**src/sv/nvl_pkg.sv**
```systemverilog
// ----------------------------------------------------------------------------
// nvl_pkg
// Types, codes and resolution tables shared by the nine-valued logic unit.
// ----------------------------------------------------------------------------
package nvl_pkg;

    // Element codes: U, X, 0, 1, Z, W, L, H, don't care.
    localparam logic [3:0] NV_U  = 4'h0;
    localparam logic [3:0] NV_X  = 4'h1;
    localparam logic [3:0] NV_0  = 4'h2;
    localparam logic [3:0] NV_1  = 4'h3;
    localparam logic [3:0] NV_Z  = 4'h4;
    localparam logic [3:0] NV_W  = 4'h5;
    localparam logic [3:0] NV_L  = 4'h6;
    localparam logic [3:0] NV_H  = 4'h7;
    localparam logic [3:0] NV_DC = 4'h8;

    typedef enum logic [2:0] {
        KIND_AND = 3'd0,
        KIND_OR  = 3'd1,
        KIND_XOR = 3'd2,
        KIND_ADD = 3'd3,
        KIND_X01 = 3'd4
    } nvl_kind_t;

    typedef struct packed {
        logic [2:0] kind;
        logic [3:0] left_elem;
        logic [3:0] right_elem;
        logic [3:0] carry_in;
        logic       first;
        logic       last;
    } nvl_in_t;

    typedef struct packed {
        logic [3:0] result_elem;
        logic       result_last;
    } nvl_out_t;

    localparam logic [3:0] AND_TAB [9][9] = '{
        '{NV_U, NV_U, NV_0, NV_U, NV_U, NV_U, NV_0, NV_U, NV_U},
        '{NV_U, NV_X, NV_0, NV_X, NV_X, NV_X, NV_0, NV_X, NV_X},
        '{NV_0, NV_0, NV_0, NV_0, NV_0, NV_0, NV_0, NV_0, NV_0},
        '{NV_U, NV_X, NV_0, NV_1, NV_X, NV_X, NV_0, NV_1, NV_X},
        '{NV_U, NV_X, NV_0, NV_X, NV_X, NV_X, NV_0, NV_X, NV_X},
        '{NV_U, NV_X, NV_0, NV_X, NV_X, NV_X, NV_0, NV_X, NV_X},
        '{NV_0, NV_0, NV_0, NV_0, NV_0, NV_0, NV_0, NV_0, NV_0},
        '{NV_U, NV_X, NV_0, NV_1, NV_X, NV_X, NV_0, NV_1, NV_X},
        '{NV_U, NV_X, NV_0, NV_X, NV_X, NV_X, NV_0, NV_X, NV_X}
    };

    localparam logic [3:0] OR_TAB [9][9] = '{
        '{NV_U, NV_U, NV_U, NV_1, NV_U, NV_U, NV_U, NV_1, NV_U},
        '{NV_U, NV_X, NV_X, NV_1, NV_X, NV_X, NV_X, NV_1, NV_X},
        '{NV_U, NV_X, NV_0, NV_1, NV_X, NV_X, NV_0, NV_1, NV_X},
        '{NV_1, NV_1, NV_1, NV_1, NV_1, NV_1, NV_1, NV_1, NV_1},
        '{NV_U, NV_X, NV_X, NV_1, NV_X, NV_X, NV_X, NV_1, NV_X},
        '{NV_U, NV_X, NV_X, NV_1, NV_X, NV_X, NV_X, NV_1, NV_X},
        '{NV_U, NV_X, NV_0, NV_1, NV_X, NV_X, NV_0, NV_1, NV_X},
        '{NV_1, NV_1, NV_1, NV_1, NV_1, NV_1, NV_1, NV_1, NV_1},
        '{NV_U, NV_X, NV_X, NV_1, NV_X, NV_X, NV_X, NV_1, NV_X}
    };

    localparam logic [3:0] XOR_TAB [9][9] = '{
        '{NV_U, NV_U, NV_U, NV_U, NV_U, NV_U, NV_U, NV_U, NV_U},
        '{NV_U, NV_X, NV_X, NV_X, NV_X, NV_X, NV_X, NV_X, NV_X},
        '{NV_U, NV_X, NV_0, NV_1, NV_X, NV_X, NV_0, NV_1, NV_X},
        '{NV_U, NV_X, NV_1, NV_0, NV_X, NV_X, NV_1, NV_0, NV_X},
        '{NV_U, NV_X, NV_X, NV_X, NV_X, NV_X, NV_X, NV_X, NV_X},
        '{NV_U, NV_X, NV_X, NV_X, NV_X, NV_X, NV_X, NV_X, NV_X},
        '{NV_U, NV_X, NV_0, NV_1, NV_X, NV_X, NV_0, NV_1, NV_X},
        '{NV_U, NV_X, NV_1, NV_0, NV_X, NV_X, NV_1, NV_0, NV_X},
        '{NV_U, NV_X, NV_X, NV_X, NV_X, NV_X, NV_X, NV_X, NV_X}
    };

    localparam logic [3:0] X01_TAB [9] = '{
        NV_X, NV_X, NV_0, NV_1, NV_X, NV_X, NV_0, NV_1, NV_X
    };

    // Codes above don't care carry no meaning and are read as X.
    function automatic logic [3:0] nv_norm(input logic [3:0] v);
        return (v > NV_DC) ? NV_X : v;
    endfunction

    // The table functions expect normalized operands.
    function automatic logic [3:0] nv_and(input logic [3:0] a, input logic [3:0] b);
        return AND_TAB[a][b];
    endfunction

    function automatic logic [3:0] nv_or(input logic [3:0] a, input logic [3:0] b);
        return OR_TAB[a][b];
    endfunction

    function automatic logic [3:0] nv_xor(input logic [3:0] a, input logic [3:0] b);
        return XOR_TAB[a][b];
    endfunction

    function automatic logic [3:0] nv_x01(input logic [3:0] a);
        return X01_TAB[a];
    endfunction

endpackage

```
**src/sv/nvl_in_reg.sv**
```systemverilog
// ----------------------------------------------------------------------------
// nvl_in_reg
// Input register: holds one accepted item until the execute stage takes it.
// ----------------------------------------------------------------------------
module nvl_in_reg (
    input  logic           aclk,
    input  logic           aresetn,
    input  logic           s_valid,
    output logic           s_ready,
    input  nvl_pkg::nvl_in_t s_data,
    input  logic           take,
    output logic           hold_valid,
    output nvl_pkg::nvl_in_t hold_data
);
    import nvl_pkg::*;

    logic    valid_reg;
    logic    valid_next;
    nvl_in_t data_reg;
    logic    load;

    // The register is free when empty or when its item leaves this cycle.
    assign s_ready = !valid_reg || take;
    assign load    = s_valid && s_ready;

    always_comb begin
        if (load) begin
            valid_next = 1'b1;
        end else if (take) begin
            valid_next = 1'b0;
        end else begin
            valid_next = valid_reg;
        end
    end

    always_ff @(posedge aclk) begin
        if (!aresetn) begin
            valid_reg <= 1'b0;
        end else begin
            valid_reg <= valid_next;
        end
    end

    always_ff @(posedge aclk) begin
        if (load) begin
            data_reg <= s_data;
        end
    end

    assign hold_valid = valid_reg;
    assign hold_data  = data_reg;

endmodule

```
**src/sv/nvl_exec.sv**
```systemverilog
// ----------------------------------------------------------------------------
// nvl_exec
// Table lookups for one element pair and the running add carry.
// ----------------------------------------------------------------------------
module nvl_exec (
    input  logic             aclk,
    input  logic             aresetn,
    input  logic             fire,
    input  nvl_pkg::nvl_in_t op_data,
    output nvl_pkg::nvl_out_t res_data
);
    import nvl_pkg::*;

    logic [3:0] carry_reg;
    logic [3:0] carry_next;
    logic [3:0] l_norm;
    logic [3:0] r_norm;
    logic [3:0] c_use;
    logic [3:0] add_sum;
    logic [3:0] add_carry;
    logic [3:0] res_elem;
    logic       is_add;

    assign l_norm = nv_norm(op_data.left_elem);
    assign r_norm = nv_norm(op_data.right_elem);

    // The first element of a vector starts from the supplied carry.
    assign c_use = op_data.first ? nv_norm(op_data.carry_in) : carry_reg;

    assign add_sum   = nv_xor(nv_xor(c_use, l_norm), r_norm);
    assign add_carry = nv_or(nv_or(nv_and(c_use, l_norm), nv_and(c_use, r_norm)),
                             nv_and(l_norm, r_norm));

    assign is_add = (op_data.kind == KIND_ADD);

    always_comb begin
        unique case (op_data.kind)
            KIND_AND: res_elem = nv_and(l_norm, r_norm);
            KIND_OR:  res_elem = nv_or(l_norm, r_norm);
            KIND_XOR: res_elem = nv_xor(l_norm, r_norm);
            KIND_ADD: res_elem = add_sum;
            KIND_X01: res_elem = nv_x01(l_norm);
            default:  res_elem = NV_U;
        endcase
    end

    assign carry_next = (fire && is_add) ? add_carry : carry_reg;

    always_ff @(posedge aclk) begin
        if (!aresetn) begin
            carry_reg <= NV_U;
        end else begin
            carry_reg <= carry_next;
        end
    end

    assign res_data.result_elem = res_elem;
    assign res_data.result_last = op_data.last;

endmodule

```
**src/sv/nine_valued_logic_element_unit_core.sv**
```systemverilog
// ----------------------------------------------------------------------------
// nine_valued_logic_element_unit_core
// Element-wise std_logic and, or, xor, ripple add and X01 conversion.
// ----------------------------------------------------------------------------
//
//   Channel | Ports                      | Carries
//   --------+----------------------------+----------------------------------
//   input   | s_valid, s_ready, s_data   | one element pair, op kind, marks
//   result  | m_valid, m_ready, m_data   | one result element, last mark
//
// Every transfer on the input channel produces exactly one result transfer.
// An item is held in the input register and is then looked up and written
// to the result register, from which its result transfer is offered. One
// item per cycle is sustained while m_ready stays high, set by the single
// pass through the lookup tables and the carry register feedback.
// Reset (aresetn low at a clock edge) empties both registers and sets the
// add carry to U. A stall on the result side holds the result register and
// then the input register; the input stays open while the input register
// is empty even if a result is waiting.
// ----------------------------------------------------------------------------
module nine_valued_logic_element_unit_core (
    input  logic              aclk,
    input  logic              aresetn,
    input  logic              s_valid,
    output logic              s_ready,
    input  nvl_pkg::nvl_in_t  s_data,
    output logic              m_valid,
    input  logic              m_ready,
    output nvl_pkg::nvl_out_t m_data
);
    import nvl_pkg::*;

    logic     op_valid;
    nvl_in_t  op_data;
    nvl_out_t res_data;
    logic     advance;
    logic     m_valid_reg;
    logic     m_valid_next;
    nvl_out_t m_data_reg;

    // An item moves to the result register when there is one waiting and the
    // result register is empty or being drained in this cycle.
    assign advance = op_valid && (!m_valid_reg || m_ready);

    nvl_in_reg u_in_reg (
        .aclk       (aclk),
        .aresetn    (aresetn),
        .s_valid    (s_valid),
        .s_ready    (s_ready),
        .s_data     (s_data),
        .take       (advance),
        .hold_valid (op_valid),
        .hold_data  (op_data)
    );

    // The carry is updated only when an add item actually moves on, so a
    // stalled add item keeps seeing the carry from the element before it.
    nvl_exec u_exec (
        .aclk     (aclk),
        .aresetn  (aresetn),
        .fire     (advance),
        .op_data  (op_data),
        .res_data (res_data)
    );

    always_comb begin
        if (advance) begin
            m_valid_next = 1'b1;
        end else if (m_ready) begin
            m_valid_next = 1'b0;
        end else begin
            m_valid_next = m_valid_reg;
        end
    end

    always_ff @(posedge aclk) begin
        if (!aresetn) begin
            m_valid_reg <= 1'b0;
        end else begin
            m_valid_reg <= m_valid_next;
        end
    end

    // Result payload is captured only with a new item and otherwise held.
    always_ff @(posedge aclk) begin
        if (advance) begin
            m_data_reg <= res_data;
        end
    end

    assign m_valid = m_valid_reg;
    assign m_data  = m_data_reg;

endmodule

```
**config.mk**
```make
export PLATFORM = sky130hd
export DESIGN_NAME = nine_valued_logic_element_unit_core
export DESIGN_NICKNAME = d
export VERILOG_FILES = /design/src/sv/nvl_pkg.sv /design/src/sv/nvl_in_reg.sv /design/src/sv/nvl_exec.sv /design/src/sv/nine_valued_logic_element_unit_core.sv
export SDC_FILE = /design/constraint.sdc
export NUM_CORES = 1
export LEC_CHECK = 0
export ABC_AREA = 1
export ABC_CLOCK_PERIOD_IN_PS = 3200
export BUFFER_PORTS_ARGS = -buffer_cell sky130_fd_sc_hd__buf_4
export CAP_MARGIN = 20
export CORE_MARGIN = 5
export CORE_UTILIZATION = 45
export DETAILED_ROUTE_END_ITERATION = 8
export PLACE_DENSITY = 0.77
export SLEW_MARGIN = 10
export SYNTH_ARGS = -nofsm -noshare
export SYNTH_HDL_FRONTEND = slang
export SYNTH_SLANG_ARGS = --single-unit
```
**constraint.sdc**
```tcl
create_clock -name aclk -period 3.2 [get_ports aclk]
set_input_delay 0.16 -clock aclk [delete_from_list [all_inputs] [get_ports aclk]]
set_output_delay 0.16 -clock aclk [all_outputs]
set_load 0.02 [all_outputs]
```
# Word-level counts from Yosys, hierarchy flattened

Memory sizes are Yosys's and may differ from the RTL's.
Cells that the tools add are included.

$lt $le $gt $ge: 11
Eq/ne operators: 4
Muxes and demuxes: 54
Bitwise operators: 8
Reduce and logical (&&, ||, !) cells: 10

Operators by type and width:

| kind                                                  | count |
|---|---|
| 2-to-1 mux 36 bit                                     | 16 |
| binary-select mux 4 bit (select 4 bit)                | 9 |
| 2-to-1 mux 4 bit                                      | 24 |
| >= comparator 5 bit (second input constant)           | 8 |
| NOT 4 -> 5 bit                                        | 8 |
| one-hot mux 4 bit (5 select lines)                    | 1 |
| greater-than comparator 4 bit (second input constant) | 3 |
| == test 3 x 2 -> 1 bit (second input constant)        | 2 |
| 2-to-1 mux 1 bit                                      | 4 |
| nonzero test 2 bit                                    | 2 |
| == test 3 x 1 -> 1 bit (second input constant)        | 1 |
| == test 3 bit (second input constant)                 | 1 |
| logical AND 1 bit                                     | 3 |
| zero test 3 bit                                       | 1 |
| zero test 1 bit                                       | 2 |
| logical OR 1 bit                                      | 2 |

Register bits: 28
Bits in read-only memories: 4,672
Output and inout bits: 7
Logic and storage cells: 107
Memories kept: 9

Memories:

| memory           | words | bits a word | rd ports | clocked after memory_dff | wr ports | line          | source |
|---|---|---|---|---|---|---|---|
| (name not given) | 16    | 36          | 1        | 0                        | 0        | nvl_pkg.sv:91 | `return OR_TAB[a][b];` |
| (name not given) | 16    | 36          | 1        | 0                        | 0        | nvl_pkg.sv:87 | `return AND_TAB[a][b];` |
| (name not given) | 16    | 36          | 1        | 0                        | 0        | nvl_pkg.sv:95 | `return XOR_TAB[a][b];` |
| (name not given) | 16    | 36          | 1        | 0                        | 0        | nvl_pkg.sv:91 |  |
| (name not given) | 16    | 36          | 1        | 0                        | 0        | nvl_pkg.sv:91 |  |
| (name not given) | 16    | 36          | 1        | 0                        | 0        | nvl_pkg.sv:95 |  |
| +3 memories      | -     | -           | -        | -                        | -        | -             |  |

# Depth between registers and ports, before layout

Depth after elaboration: 24
Depth in mapped cells: 23

# Modules after synthesis

Synthesis repeated with hierarchy kept, for this count alone.

Cell total of the unflattened synthesis: 205
Area, all modules: 1,652.8 sq um

By module, submodules not included:

| module                              | instances | cells an instance | area each (sq um) | sequential area each (sq um) |
|---|---|---|---|---|
| nvl_exec                            | 1         | 169               | 889.6             | 40.0 |
| nvl_in_reg                          | 1         | 24                | 561.8             | 530.5 |
| nine_valued_logic_element_unit_core | 1         | 12                | 201.4             | 170.2 |

# Worst setup path after synthesis

No wires, ideal clock.

Path type: register -> register
Start: reg u_in_reg.data_reg (netlist bit u_in_reg.hold_data[5])
End: reg m_data_reg (netlist bit m_data[1]) (data pin)
Setup time: 0.254 ns
Arrival time: 2.111 ns
Slack: 0.834 ns
Cell stages (with the launch flop): 21
Path buffers: 0
Path through: edfxtp_1 inv_2 nor2_2 nand2_1 nand2_2 nand2_4 inv_1 ha_1 inv_1 nand2_1 nand3_1 a21oi_1 nand2_1 a21boi_2 ha_1 o21ai_0 a21oi_1 nand2_1 nand2_1 nand2_1 nand2_1

RTL lines:

| what                     | line                                      | source |
|---|---|---|
| start: declaration       | nvl_in_reg.sv:19                          | `nvl_in_t data_reg;` |
| start signal: assignment | nvl_in_reg.sv:46                          | `data_reg <= s_data;` |
| end signal: assignment   | nine_valued_logic_element_unit_core.sv:87 | `m_data_reg <= res_data;` |
| end: declaration         | nine_valued_logic_element_unit_core.sv:39 | `nvl_out_t m_data_reg;` |

==> flow_metrics.env <==
export IMPL_setup_ws_ns=0.6122
export IMPL_critical_path_peak_fanout=5
export IMPL_finalHoldViolCount=0
export IMPL_antenna_diode_count=0
export IMPL_outcome="finished clean"
export IMPL_crit_family="simple AND/OR/NAND/NOR gates"
export IMPL_setup_total_negative_slack_ns=0
export IMPL_path_class="reg2reg"
export IMPL_syn_inst=203
export IMPL_drt_total_wl_um=3258
export IMPL_initialDrtViolationCount=40
export IMPL_fill_cells=291
export IMPL_synth_simple_gate_area_share=0.2977
export IMPL_yosys_register_bits=24
export IMPL_synth_xor_area_share=0
export IMPL_placement_cell_area_mm2=0.001827
export IMPL_largest_stage_delay_worst_path_ns=0.50
export IMPL_clock_tree_from_tritoncts="yes"
export IMPL_vias_in_the_first_global_route=1260
export IMPL_dp_worst_setup_slack_ns=0.6390
export IMPL_drv_slew=0
export IMPL_die_area_mm2=0.004830
export IMPL_syn_mean_instance_area_um2=7.846
export IMPL_critical_path_required_time_ns=3.29
export IMPL_finalCriticalPeriod_ns=2.588
export IMPL_irDropWorstVdd_v=0.0002228
export IMPL_reported_leakage_power_nw=0.9454
export IMPL_fin_crit_sh=0.8087
export IMPL_avgRoutedWirePerCell_um=11.12
export IMPL_largest_net_degree_at_the_start_of_global_routing=18
export IMPL_area_sequential_um2=680.7
export IMPL_cts_max_level=1
export IMPL_portBuffers=25
export IMPL_vias=1414
export IMPL_areaGrowthSynthToFinish_pct=27.02
export IMPL_synth_top_cell_area_share=0.3771
export IMPL_largest_reg_flops=17
export IMPL_arrival_ns=2.67
export IMPL_pin_count=28
export IMPL_gp_congestion=0.9096
export IMPL_timing_critical_path_slowest_stage_cell="edfxtp_1"
export IMPL_fmaxAchievable_mhz=386.4
export IMPL_worst_slew_margin_rel=0.5544
export IMPL_clock_latency_ns=0.32
export IMPL_std_cell_rows=21
export IMPL_drtPass1Iterations=4
export IMPL_final_setup_skew_ns=0.003584
export IMPL_initial_core_util=0.4699
export IMPL_multi_input_area_um2=758.2
export IMPL_clock_sink_count=24
export IMPL_route_detailed_drc=0
export IMPL_post_route_cell_area_mm2=0.002023
export IMPL_track_usage=0.1311
export IMPL_maxCapViolCount=0
export IMPL_critPathCaptureType="flip-flop"
export IMPL_critical_path_cell_chain="inv_2, nand2_1, nand2_1, ha_1, inv_1, nand2_1, nand2_2, inv_2, nand2_2, nand2_1, nand2_1, a21boi_2, ha_1, o21ai_0, a21oi_1, nand2_1, nand2_1, nand2_1, nand2_1"
export IMPL_grt_antenna_before_repair=0
export IMPL_crit_buf_inv=3
export IMPL_tightestPinTransition_ns=0.6676
export IMPL_timing_hold_worst_class="in2reg"
export IMPL_power_density_cell_area_mw_per_mm2=340.2
export IMPL_clk_transition_reported_paths_ns=0.13
export IMPL_synthDominantAreaCellType="edfxtp_1"
export IMPL_cpMostUsedCell="nand2_1"
export IMPL_cts_inserted_buffers=3
export IMPL_fp_dieH_um=69.50
export IMPL_setup_viol=0
export IMPL_cts_buffer_depth=2
export IMPL_synth_mux_area_frac=0.006284
export IMPL_die_x_um=69.50
export IMPL_share_of_the_yosys_chip_area_belonging_to_registers=0.4273
export IMPL_ratio_of_cells_with_drive_above_1_in_the_final_layout=0.2186
export IMPL_global_route_wire_length_before_repair_um=5250
export IMPL_synth_top_family_by_area="simple AND/OR/NAND/NOR gates"
export IMPL_yosys_cell_types_count=29
export IMPL_cts_setup_buffers=0
export IMPL_grt_ovfl_total=0
export IMPL_timing_reg2reg_setup_slack_ns=0.61
export IMPL_synth_compound_gate_area_share=0.1123
export IMPL_design_core_area_mm2=0.003390
export IMPL_finish_net_count=276
export IMPL_ant_nets=0
export IMPL_timing_critical_path_from_type="flip-flop"
export IMPL_synth_top_cells_by_area="edfxtp_1 (38%), nand2_1 (12%), inv_1 (7.3%)"
export IMPL_viasPerCell=4.826
export IMPL_cts_root_buf="clkbuf_4"
export IMPL_synthAdderAreaFrac=0.05499
export IMPL_rsz0062_at_grt="false"
export IMPL_dpl_hpwl_um=2536
export IMPL_yosysWarnings=0
export IMPL_netlist_area_mm2=0.001593
==> cells in the final DEF, fill, tap and decap left out, types with 6 or more instances in the layout <==
| master | n |
|---|---|
| nand2_1 | 51 |
| inv_1 | 31 |
| buf_4 | 25 |
| edfxtp_1 | 20 |
| nand3_1 | 18 |
| dlygate4sd3_1 | 16 |
| nor2_1 | 12 |
| a21oi_1 | 9 |
| inv_2 | 7 |
| ha_1 | 7 |
| o21ai_0 | 6 |
| nor3_1 | 6 |
==> per-stage QoR <==
stage / hold WS [ns] / total power (W) / instances / util
finish: 0.01580 / 0.0006882 / 293 / 0.5969
global route: 0.0001226 / 0.0007317 / 293 / 0.5969
CTS: 0.002727 / 0.0006779 / 277 / 0.5496
detailed placement: 0.3393 / 0.0005207 / 273 / 0.5389
global placement: 0.3381 / 0.0005185 / 273 / 0.5389
floorplan: 0.2589 / 0.0004778 / 204 / -
==> worst reg2reg max path, stage by stage, from the launching register on <==
cell and delay (ns):
edfxtp_1 0.50, inv_2 0.12, nand2_1 0.08, nand2_1 0.19
ha_1 0.20, inv_1 0.04, nand2_1 0.07, nand2_2 0.06
inv_2 0.10, nand2_2 0.06, nand2_1 0.05, nand2_1 0.05
a21boi_2 0.14, ha_1 0.23, o21ai_0 0.15, a21oi_1 0.09
nand2_1 0.08, nand2_1 0.05, nand2_1 0.06, nand2_1 0.04
==> path summary, 6_finish.rpt <==
path,startpoint,endpoint,cells after the start
setup / recovery,u_in_reg.hold_data[1]$_DFFE_PP_,m_data[1]$_DFFE_PP_,19
hold / removal,s_data[2],u_in_reg.hold_data[2]$_DFFE_PP_,1
setup reg to reg,u_in_reg.hold_data[1]$_DFFE_PP_,m_data[1]$_DFFE_PP_,19
hold reg to reg,u_in_reg.hold_data[0]$_DFFE_PP_,m_data[0]$_DFFE_PP_,0
==> logic make-up after synthesis <==
family,Yosys count
and+or+nand+nor,102
buffers and inverters,40
AOI/OAI and AO/OA,28
DFF,24
adders and majority gates,7
muxes,1
other,1
==> final cells by class <==
type / count / area share
clock buffer: 4 / 0.01793
inverter: 38 / 0.07050
multi-input combinational: 140 / 0.3748
sequential: 24 / 0.3364
tap: 46 / 0.02845
timing repair buffer: 41 / 0.1719
==> where the power goes <==
part	total, W	leakage [nW]	switching, W	internal, W
Sequential	0.000371	0.227	0.0000126	0.000358
Combinational	0.000159	0.697	0.0000890	0.0000702
Clock	0.000158	0.0210	0.0000888	0.0000696
Total	0.000688	0.945	0.000190	0.000498
==> routing by layer <==
layer | part of all wire | GRT usage
met5 | 0 | 0
met4 | 0.013 | 0.04555
met3 | 0.040 | 0.01884
met2 | 0.47 | 0.2193
met1 | 0.47 | 0.1721
==> cell usage after synthesis, drive strengths merged <==
cell type / n
nand3: 19
o211ai: 1
nor3: 6
inv: 38
a21boi: 1
buf: 2
nand2: 58
o21ai: 9
edfxtp: 20
a21oi: 13
o2111ai: 2
conb: 1
nor2: 16
mux2i: 1
ha: 7
dfxtp: 4
o31ai: 1
nand4: 2
nor4: 1
o22ai: 1
==> timing repair <==
item | in CTS | in global routing
hold buffers | 0 | 16
gates resized for setup | 0 | 0
hold endpoints to repair | 0 | 16
setup endpoints to repair | 0 | 0
Power figures use the tool's default switching activity.
